File: config.mk
export PLATFORM = sky130hd
export DESIGN_NAME = sha256_hash_engine_top
export DESIGN_NICKNAME = d
export VERILOG_FILES = /design/src/sv/sha_pkg.sv /design/src/sv/sha_front.sv /design/src/sv/sha_core.sv /design/src/sv/sha256_hash_engine_top.sv
export SDC_FILE = /design/constraint.sdc
export NUM_CORES = 2
export LEC_CHECK = 0
export BUFFER_PORTS_ARGS = -buffer_cell sky130_fd_sc_hd__buf_2
export CAP_MARGIN = 15
export CORE_ASPECT_RATIO = 1.75
export CORE_MARGIN = 5
export CORE_UTILIZATION = 25
export DETAILED_ROUTE_END_ITERATION = 10
export PLACE_DENSITY_LB_ADDON = 0.05
export SYNTH_ARGS = -nofsm -noshare
export SYNTH_HDL_FRONTEND = slang
export SYNTH_SLANG_ARGS = --single-unit
File: constraint.sdc
create_clock -name clk_i -period 14.6 [get_ports clk_i]
set_clock_uncertainty 0.2 [all_clocks]
set_input_delay 1.46 -clock clk_i [delete_from_list [all_inputs] [get_ports clk_i]]
set_output_delay 1.46 -clock clk_i [all_outputs]
set_load 0.005 [all_outputs]
File: src/sv/sha_pkg.sv
// ----------------------------------------------------------------------------
// sha_pkg: shared types and constants of the SHA-256 hash engine
// Round constants, initial hash values and the round helper functions.
// ----------------------------------------------------------------------------
`default_nettype none

package sha_pkg;

  localparam int unsigned QueueDepth = 4;

  // Packed input word, carried from the front part to the back part
  typedef struct packed {
    logic [31:0] data;
    logic [2:0]  nbytes;
    logic        last;
  } in_item_t;

  typedef enum logic [2:0] {
    StIdle,
    StPack,
    StPad,
    StRound,
    StFinal,
    StEmit
  } core_state_e;

  localparam logic [7:0] PadByte = 8'h80;

  localparam logic [31:0] HashInit [8] = '{
    32'h6a09e667, 32'hbb67ae85, 32'h3c6ef372, 32'ha54ff53a,
    32'h510e527f, 32'h9b05688c, 32'h1f83d9ab, 32'h5be0cd19
  };

  localparam logic [31:0] RoundK [64] = '{
    32'h428a2f98, 32'h71374491, 32'hb5c0fbcf, 32'he9b5dba5,
    32'h3956c25b, 32'h59f111f1, 32'h923f82a4, 32'hab1c5ed5,
    32'hd807aa98, 32'h12835b01, 32'h243185be, 32'h550c7dc3,
    32'h72be5d74, 32'h80deb1fe, 32'h9bdc06a7, 32'hc19bf174,
    32'he49b69c1, 32'hefbe4786, 32'h0fc19dc6, 32'h240ca1cc,
    32'h2de92c6f, 32'h4a7484aa, 32'h5cb0a9dc, 32'h76f988da,
    32'h983e5152, 32'ha831c66d, 32'hb00327c8, 32'hbf597fc7,
    32'hc6e00bf3, 32'hd5a79147, 32'h06ca6351, 32'h14292967,
    32'h27b70a85, 32'h2e1b2138, 32'h4d2c6dfc, 32'h53380d13,
    32'h650a7354, 32'h766a0abb, 32'h81c2c92e, 32'h92722c85,
    32'ha2bfe8a1, 32'ha81a664b, 32'hc24b8b70, 32'hc76c51a3,
    32'hd192e819, 32'hd6990624, 32'hf40e3585, 32'h106aa070,
    32'h19a4c116, 32'h1e376c08, 32'h2748774c, 32'h34b0bcb5,
    32'h391c0cb3, 32'h4ed8aa4a, 32'h5b9cca4f, 32'h682e6ff3,
    32'h748f82ee, 32'h78a5636f, 32'h84c87814, 32'h8cc70208,
    32'h90befffa, 32'ha4506ceb, 32'hbef9a3f7, 32'hc67178f2
  };

  function automatic logic [31:0] rotr(input logic [31:0] x, input int unsigned n);
    rotr = (x >> n) | (x << (32 - n));
  endfunction

  function automatic logic [31:0] big_s0(input logic [31:0] x);
    big_s0 = rotr(x, 2) ^ rotr(x, 13) ^ rotr(x, 22);
  endfunction

  function automatic logic [31:0] big_s1(input logic [31:0] x);
    big_s1 = rotr(x, 6) ^ rotr(x, 11) ^ rotr(x, 25);
  endfunction

  function automatic logic [31:0] small_s0(input logic [31:0] x);
    small_s0 = rotr(x, 7) ^ rotr(x, 18) ^ (x >> 3);
  endfunction

  function automatic logic [31:0] small_s1(input logic [31:0] x);
    small_s1 = rotr(x, 17) ^ rotr(x, 19) ^ (x >> 10);
  endfunction

endpackage

`default_nettype wire

File: src/sv/sha_front.sv
// ----------------------------------------------------------------------------
// sha_front: input stage and word queue
// Accepts message words, clamps the byte count and queues them for the core.
// ----------------------------------------------------------------------------
`default_nettype none

module sha_front (
  input  wire logic             clk_i,
  input  wire logic             rst_ni,
  input  wire logic             push,
  output logic                  full,
  input  wire logic [31:0]      data_word_i,
  input  wire logic [2:0]       valid_bytes_i,
  input  wire logic             last_word_i,
  output logic                  item_valid_o,
  output sha_pkg::in_item_t     item_o,
  input  wire logic             item_take_i
);

  localparam int unsigned AW = $clog2(sha_pkg::QueueDepth);

  sha_pkg::in_item_t mem_q [sha_pkg::QueueDepth];
  logic [AW-1:0] wr_q, wr_d, rd_q, rd_d;
  logic [AW:0]   cnt_q, cnt_d;
  logic          do_push, do_pop;
  sha_pkg::in_item_t item_in;

  // Classify: clamp byte counts above four
  always_comb begin
    item_in.data   = data_word_i;
    item_in.nbytes = (valid_bytes_i > 3'd4) ? 3'd4 : valid_bytes_i;
    item_in.last   = last_word_i;
  end

  assign full         = (cnt_q == (AW+1)'(sha_pkg::QueueDepth));
  assign do_push      = push && !full;
  assign item_valid_o = (cnt_q != '0);
  assign do_pop       = item_take_i && item_valid_o;
  assign item_o       = mem_q[rd_q];

  // Advance pointers
  always_comb begin
    wr_d  = do_push ? wr_q + AW'(1) : wr_q;
    rd_d  = do_pop ? rd_q + AW'(1) : rd_q;
    cnt_d = cnt_q + (AW+1)'(do_push) - (AW+1)'(do_pop);
  end

  always_ff @(posedge clk_i or negedge rst_ni) begin
    if (!rst_ni) begin
      wr_q  <= '0;
      rd_q  <= '0;
      cnt_q <= '0;
    end else begin
      wr_q  <= wr_d;
      rd_q  <= rd_d;
      cnt_q <= cnt_d;
    end
  end

  // Store the request
  always_ff @(posedge clk_i) begin
    if (do_push) begin
      mem_q[wr_q] <= item_in;
    end
  end

endmodule

`default_nettype wire

File: src/sv/sha_core.sv
// ----------------------------------------------------------------------------
// sha_core: byte packing, padding and compression
// Packs one byte per cycle, runs one round per cycle, emits the digest.
// ----------------------------------------------------------------------------
`default_nettype none

module sha_core (
  input  wire logic             clk_i,
  input  wire logic             rst_ni,
  input  wire logic             item_valid_i,
  input  sha_pkg::in_item_t     item_i,
  output logic                  item_take_o,
  output logic                  empty,
  input  wire logic             pop,
  output logic [31:0]           digest_word_o,
  output logic [2:0]            word_index_o,
  output logic                  digest_last_o
);

  sha_pkg::core_state_e state_q, state_d;
  logic [31:0] h_q [8];
  logic [31:0] v_q [8];
  logic [31:0] w_q [16];
  logic [5:0]  pos_q;
  logic [63:0] bits_q;
  logic [5:0]  rnd_q;
  logic [2:0]  bsel_q;
  logic        pad_q;    // padding in progress
  logic        padb_q;   // 0x80 byte already placed
  logic [2:0]  oidx_q;
  logic [31:0] cur_q;
  logic [2:0]  nb_q;
  logic        last_q;

  logic        pack_done, byte_wr;
  logic [7:0]  byte_val;
  logic [31:0] w_new, t1, t2;

  // Select current byte
  always_comb begin
    byte_val = cur_q[31:24];
    if (pad_q) begin
      byte_val = padb_q ? 8'h00 : sha_pkg::PadByte;
    end
  end

  assign pack_done = (bsel_q == nb_q);

  // Schedule and round arithmetic
  always_comb begin
    logic [31:0] wt;
    w_new = w_q[rnd_q[3:0]] + sha_pkg::small_s0(w_q[4'(rnd_q[3:0] + 4'd1)])
          + w_q[4'(rnd_q[3:0] + 4'd9)] + sha_pkg::small_s1(w_q[4'(rnd_q[3:0] + 4'd14)]);
    wt = (rnd_q < 6'd16) ? w_q[rnd_q[3:0]] : w_new;
    t1 = v_q[7] + sha_pkg::big_s1(v_q[4]) + (v_q[6] ^ (v_q[4] & (v_q[5] ^ v_q[6])))
       + sha_pkg::RoundK[rnd_q] + wt;
    t2 = sha_pkg::big_s0(v_q[0]) + ((v_q[0] & v_q[1]) | (v_q[2] & (v_q[0] | v_q[1])));
  end

  // Next state
  always_comb begin
    state_d = state_q;
    case (state_q)
      sha_pkg::StIdle:  if (item_valid_i) state_d = sha_pkg::StPack;
      sha_pkg::StPack: begin
        if (!pack_done) begin
          if (pos_q == 6'd63) state_d = sha_pkg::StRound;
        end else if (last_q) begin
          state_d = sha_pkg::StPad;
        end else begin
          state_d = sha_pkg::StIdle;
        end
      end
      sha_pkg::StPad: begin
        if (padb_q && pos_q == 6'd56) state_d = sha_pkg::StRound;
        else if (pos_q == 6'd63) state_d = sha_pkg::StRound;
      end
      sha_pkg::StRound: if (rnd_q == 6'd63) state_d = sha_pkg::StFinal;
      sha_pkg::StFinal: begin
        if (pad_q && padb_q && pos_q == 6'd56 && last_q && bsel_q == 3'd7) begin
          state_d = sha_pkg::StEmit;
        end else if (pad_q) begin
          state_d = sha_pkg::StPad;
        end else begin
          state_d = sha_pkg::StPack;
        end
      end
      sha_pkg::StEmit: if (pop && oidx_q == 3'd7) state_d = sha_pkg::StIdle;
      default: state_d = sha_pkg::StIdle;
    endcase
  end

  // Outputs
  always_comb begin
    item_take_o   = (state_q == sha_pkg::StIdle) && item_valid_i;
    empty         = (state_q != sha_pkg::StEmit);
    digest_word_o = h_q[oidx_q];
    word_index_o  = oidx_q;
    digest_last_o = (oidx_q == 3'd7);
  end

  assign byte_wr = (state_q == sha_pkg::StPack && !pack_done) ||
                   (state_q == sha_pkg::StPad && !(padb_q && pos_q == 6'd56));

  // Control registers
  always_ff @(posedge clk_i or negedge rst_ni) begin
    if (!rst_ni) begin
      state_q <= sha_pkg::StIdle;
      pos_q   <= '0;
      bits_q  <= '0;
      rnd_q   <= '0;
      bsel_q  <= '0;
      pad_q   <= 1'b0;
      padb_q  <= 1'b0;
      oidx_q  <= '0;
      nb_q    <= '0;
      last_q  <= 1'b0;
      for (int i = 0; i < 8; i++) begin
        h_q[i] <= sha_pkg::HashInit[i];
        v_q[i] <= '0;
      end
    end else begin
      state_q <= state_d;
      case (state_q)
        sha_pkg::StIdle: begin
          if (item_valid_i) begin
            nb_q   <= item_i.nbytes;
            last_q <= item_i.last;
            bsel_q <= '0;
            bits_q <= bits_q + {58'd0, item_i.nbytes, 3'd0};
          end
        end
        sha_pkg::StPack: begin
          if (!pack_done) begin
            bsel_q <= bsel_q + 3'd1;
            pos_q  <= pos_q + 6'd1;
          end else if (last_q) begin
            pad_q  <= 1'b1;
            padb_q <= 1'b0;
          end
        end
        sha_pkg::StPad: begin
          if (padb_q && pos_q == 6'd56) begin
            bsel_q <= 3'd7;   // marks final block
          end else begin
            padb_q <= 1'b1;
            pos_q  <= pos_q + 6'd1;
          end
        end
        sha_pkg::StRound: begin
          rnd_q <= rnd_q + 6'd1;
          v_q[7] <= v_q[6];
          v_q[6] <= v_q[5];
          v_q[5] <= v_q[4];
          v_q[4] <= v_q[3] + t1;
          v_q[3] <= v_q[2];
          v_q[2] <= v_q[1];
          v_q[1] <= v_q[0];
          v_q[0] <= t1 + t2;
        end
        sha_pkg::StFinal: begin
          for (int i = 0; i < 8; i++) h_q[i] <= h_q[i] + v_q[i];
          oidx_q <= '0;
        end
        sha_pkg::StEmit: begin
          if (pop) begin
            oidx_q <= oidx_q + 3'd1;
            if (oidx_q == 3'd7) begin
              for (int i = 0; i < 8; i++) h_q[i] <= sha_pkg::HashInit[i];
              pos_q  <= '0;
              bits_q <= '0;
              pad_q  <= 1'b0;
              padb_q <= 1'b0;
              bsel_q <= '0;
              last_q <= 1'b0;
              nb_q   <= '0;
            end
          end
        end
        default: ;
      endcase
      // Load working vars when a block closes
      if (state_d == sha_pkg::StRound && state_q != sha_pkg::StRound) begin
        for (int i = 0; i < 8; i++) v_q[i] <= h_q[i];
        rnd_q <= '0;
      end
    end
  end

  // Block buffer and rolling schedule
  always_ff @(posedge clk_i) begin
    if (state_q == sha_pkg::StIdle && item_valid_i) begin
      cur_q <= item_i.data;
    end else if (state_q == sha_pkg::StPack && !pack_done) begin
      cur_q <= {cur_q[23:0], 8'h00};
    end
    if (byte_wr) begin
      case (pos_q[1:0])
        2'd0: w_q[pos_q[5:2]] <= {byte_val, 24'd0};
        2'd1: w_q[pos_q[5:2]][23:16] <= byte_val;
        2'd2: w_q[pos_q[5:2]][15:8] <= byte_val;
        default: w_q[pos_q[5:2]][7:0] <= byte_val;
      endcase
    end
    if (state_q == sha_pkg::StPad && padb_q && pos_q == 6'd56) begin
      w_q[14] <= bits_q[63:32];
      w_q[15] <= bits_q[31:0];
    end
    if (state_q == sha_pkg::StRound && rnd_q >= 6'd16) begin
      w_q[rnd_q[3:0]] <= w_new;
    end
  end

endmodule

`default_nettype wire

File: src/sv/sha256_hash_engine_top.sv
// ----------------------------------------------------------------------------
// sha256_hash_engine_top: streaming SHA-256 engine
// Front queue of message words feeding a packing and compression core.
// ----------------------------------------------------------------------------
// Usage:
//   Input channel: drive data_word_i, valid_bytes_i, last_word_i and raise
//   push; a request is taken on a clock edge where push is high and full
//   is low. A four-entry queue holds requests while the core is busy.
//   Output channel: while empty is low the next digest word is on
//   digest_word_o with word_index_o, digest_last_o on the eighth; pop
//   takes it. Eight words are given per message after the last word.
//   Timing: the core packs one byte a cycle and takes a new word only from
//   its idle state; each 64-byte block then goes through the rounds and
//   hash update, done by the single round unit. Padding packs one byte a
//   cycle up to byte 56.
//   Reset loads the initial hash values and clears the queue and counts.
//   A stalled receiver holds the core in its digest phase; the queue keeps
//   accepting words until it fills.
// ----------------------------------------------------------------------------
`default_nettype none

module sha256_hash_engine_top (
  input  wire logic        clk_i,
  input  wire logic        rst_ni,
  input  wire logic        push,
  output logic             full,
  input  wire logic [31:0] data_word_i,
  input  wire logic [2:0]  valid_bytes_i,
  input  wire logic        last_word_i,
  output logic             empty,
  input  wire logic        pop,
  output logic [31:0]      digest_word_o,
  output logic [2:0]       word_index_o,
  output logic             digest_last_o
);

  logic              item_valid, item_take;
  sha_pkg::in_item_t item;

  sha_front u_front (
    .clk_i, .rst_ni, .push, .full, .data_word_i, .valid_bytes_i, .last_word_i,
    .item_valid_o (item_valid),
    .item_o       (item),
    .item_take_i  (item_take)
  );

  sha_core u_core (
    .clk_i, .rst_ni,
    .item_valid_i (item_valid),
    .item_i       (item),
    .item_take_o  (item_take),
    .empty, .pop, .digest_word_o, .word_index_o, .digest_last_o
  );

endmodule

`default_nettype wire

==> impl_metrics.csv <==
group,metric,value,unit
global_routing,track_usage,0.2165,
synthesis,netlist_instances,8360,
synthesis,syn_nets,9018,
synthesis,ys_warn_count,0,
clock_network,htreeDepth,4,
worst_setup_path,critPathKind,"reg2reg",
global_routing,grt_pass1_vias,70962,
detailed_routing,ant_nets,0,
sta,fmax,71.78,MHz
die,start_util,0.2505,
synthesis,synth_area,89740,um^2
global_routing,grt_util_met3,0.02107,
layout,stdcell_count,13189,
clock_network,cts_buffers,164,
worst_setup_path,critPathRequiredTime,15.17,ns
run_status,outcome,"completed",
detailed_routing,drc,0,
worst_setup_path,crit_top_cell,"fa_1",
flow_run,drv_cap,0,
synthesis,synth_edf_count,688,
detailed_routing,vias_per_cell,5.105,
worst_setup_path,slowest_stage,"a2111oi_1",
die,core-area,358300,um^2
worst_setup_path,crit_fanout,99,
detailed_routing,drt-wirelength-per-cell,31.29,um
die,die_w,462.9,um
layout,final_nets,9028,
synthesis,synthArstFlopShare,0.4687,
synthesis,synth.distinct_cells,99,
synthesis,ys.flop_type,"edfxtp_1",
place,dp.cells,12889,
global_routing,grt.busiest_layer,"met2",
sta,setup_tns,0,ns
clock_network,cts_setup_buffers,0,
worst_setup_path,critPathMaxStageDelay,0.80,ns
clock_network,cts_hold_buffers,0,
die,rows,291,
sta,grt_setup_unrepaired,"no",
sta,finalHoldViolCount,0,
synthesis,ys_seq_area_frac,0.4014,
sta,setup_violations,0,
min_path,hold_path.class,"reg2reg",
die,pin_count,78,
sta,tightest_slew,1.194,ns
detailed_routing,drt_iter0_drc,4265,
synthesis,synth_area_per_cell,10.73,um^2
global_routing,met1_usage,0.2114,
clock_network,cts-root-buf,"clkbuf_16",
place,gp_congestion,0.9657,
die,die_y,802.6,um
global_routing,grt_overflow,0,
sta,period_minus_slack,13.93,ns
sta,maxSlewHeadroom,0.1955,
place,port_buffers,77,
worst_setup_path,cp-end-kind,"flip-flop",
clock_network,clk_path_buf_depth,4,
clock_network,clock-sinks,1295,
global_routing,grtUsageMet2,0.4238,
layout,area_growth,13.44,%
global_routing,grt_pass1_wl,569900,um
sta,finalCritPeriodShare,0.9542,
place,hpwl,316700,um
clock_network,clk-insertion-delay-late,0.91,ns
detailed_routing,vias,67329,
synthesis,ys_seq_elements,1295,
clock_network,ctsResizeCount,0,
detailed_routing,wirelength,412700,um
global_routing,grt_max_degree,174,
die,die_area,371500,um^2
layout,final_util,0.2841,
detailed_routing,firstDrtPassIters,5,
worst_setup_path,worst_ep_arrival_time,14.50,ns
layout,drive_above_1_share,0.1616,
clock_network,clkTransAtPathRegs,0.07,ns
sta,report.final.slew_viol_count,0,
clock_network,cts_tree,"done",
worst_setup_path,worstSetupStartpointType,"flip-flop",
global_routing,antenna_found_initial,10,
[layout by cell type (no fill, tap or decap), drive strengths merged, types with 75 or more instances in the layout]
master and count:
o21ai 713, buf 339, nor2 610, mux2i 395, nand2b 85, fa 197
mux4 392, dfrtp 471, dfstp 136, edfxtp 688, a21o 224, ha 421
clkbuf 226, nand3 104, inv 321, a21oi 586, xnor2 375, nand2 823
nor3 75, xor2 246, mux2 134
[critical path: cells and delay by family, from the launching register on]
family	cells	cell delay, ns
AOI/OAI and AO/OA	12	3.71
xor gates and xnor gates	5	1.67
adders and majority gates	8	3.60
buffers and inverters	4	1.13
DFF	1	0.59
muxes	2	1.15
and+or+nand+nor	9	1.56
[flip-flops by register name, summed over array words and instances, names as in the netlist]
register	cells
u_core.bits_q	61
u_core.bsel_q	3
u_core.cur_q	32
u_core.h_q	256
u_core.last_q	1
u_core.nb_q	3
u_core.pad_q	1
u_core.padb_q	1
u_core.pos_q	6
u_core.rnd_q	6
u_core.state_q	3
u_core.v_q	256
u_core.w_q	512
u_core.word_index_o	3
u_front.cnt_q	3
u_front.mem_q	144
u_front.rd_q	2
u_front.wr_q	2
[Yosys cell counts (all sizes together) (18+ instances only)]
cell / count / area share
a21o: 224 / 0.019
mux4: 392 / 0.098
inv: 316 / 0.013
buf: 136 / 0.0072
nor3: 75 / 0.0043
or2: 32 / 0.0022
clkbuf: 360 / 0.015
mux2: 134 / 0.017
o22ai: 42 / 0.0030
dfrtp: 471 / 0.13
mux2i: 395 / 0.044
o31ai: 42 / 0.0036
o21a: 58 / 0.0049
xor2: 246 / 0.024
a21boi: 20 / 0.0017
nand3: 104 / 0.0059
and3: 57 / 0.0040
nor2: 610 / 0.026
a2111oi: 18 / 0.0018
nand4: 24 / 0.0017
maj3: 18 / 0.0020
or3: 51 / 0.0036
o21ai: 713 / 0.040
nor2b: 63 / 0.0044
a31oi: 52 / 0.0036
edfxtp: 688 / 0.23
fa: 197 / 0.044
and2: 24 / 0.0017
o21bai: 54 / 0.0045
ha: 421 / 0.059
nand2: 823 / 0.034
a21oi: 586 / 0.033
nand2b: 85 / 0.0059
a211o: 21 / 0.0020
o211ai: 27 / 0.0023
a211oi: 66 / 0.0056
xnor2: 375 / 0.037
dfstp: 136 / 0.040
[final timing paths]
check	from	end	slack (ns)	depth (start not counted)
worst max-delay path	u_core.rnd_q[0]	u_core.v_q[255]	0.67	40
worst min-delay path	u_front.cnt_q[2]	u_front.cnt_q[2]	0.28	1
worst max register to register	u_core.rnd_q[0]	u_core.v_q[255]	0.67	40
worst min register to register	u_front.cnt_q[2]	u_front.cnt_q[2]	0.28	1
max in group asynchronous	rst_ni	u_core.h_q[198]	10.98	4
min in group asynchronous	rst_ni	u_core.bsel_q[1]	0.30	1
[per-stage QoR]
step,instance area (um^2),setup slack [ns],hold slack [ns]
after floorplan,89740,1.155,0.2525
after global placement,96410,0.7932,0.2748
after detailed placement,96440,0.7489,0.2746
after CTS,101800,0.7234,0.2562
after global routing,101800,0.2039,0.2752
final,101800,0.6684,0.2837
[layout make-up]
class / instances / area [um^2]
Multi-Input combinational cell: 6252 / 50790
Inverter: 317 / 1191
Fill cell: 37302 / 256500
Antenna cell: 5 / 12.51
Timing Repair Buffer: 340 / 2582
Tap cell: 4688 / 5866
Sequential cell: 1295 / 36050
Clock buffer: 225 / 4557
Clock inverter: 67 / 755.7
[kinds of logic (layout without fill, tap and decap cells)]
group / after synthesis / after routing / share of synthesized area
other cells: 0 / 5 / 0
xor+xnor: 623 / 623 / 0.06136
fa+ha+maj: 636 / 636 / 0.1047
mux: 921 / 921 / 0.1596
buf+inv: 813 / 949 / 0.03549
compound gates: 2075 / 2075 / 0.1396
simple gates: 1997 / 1997 / 0.09787
flops: 1295 / 1295 / 0.4014
[metal layers]
layer / share of wire / routed length, um
met5: 0.000034 / 14
met4: 0.085 / 34950
met3: 0.027 / 11110
met2: 0.55 / 227000
met1: 0.34 / 139600
Power is left out: the tool's default activity adds up to more than one toggle a clock period on the data nets, which glitch-free logic cannot reach.
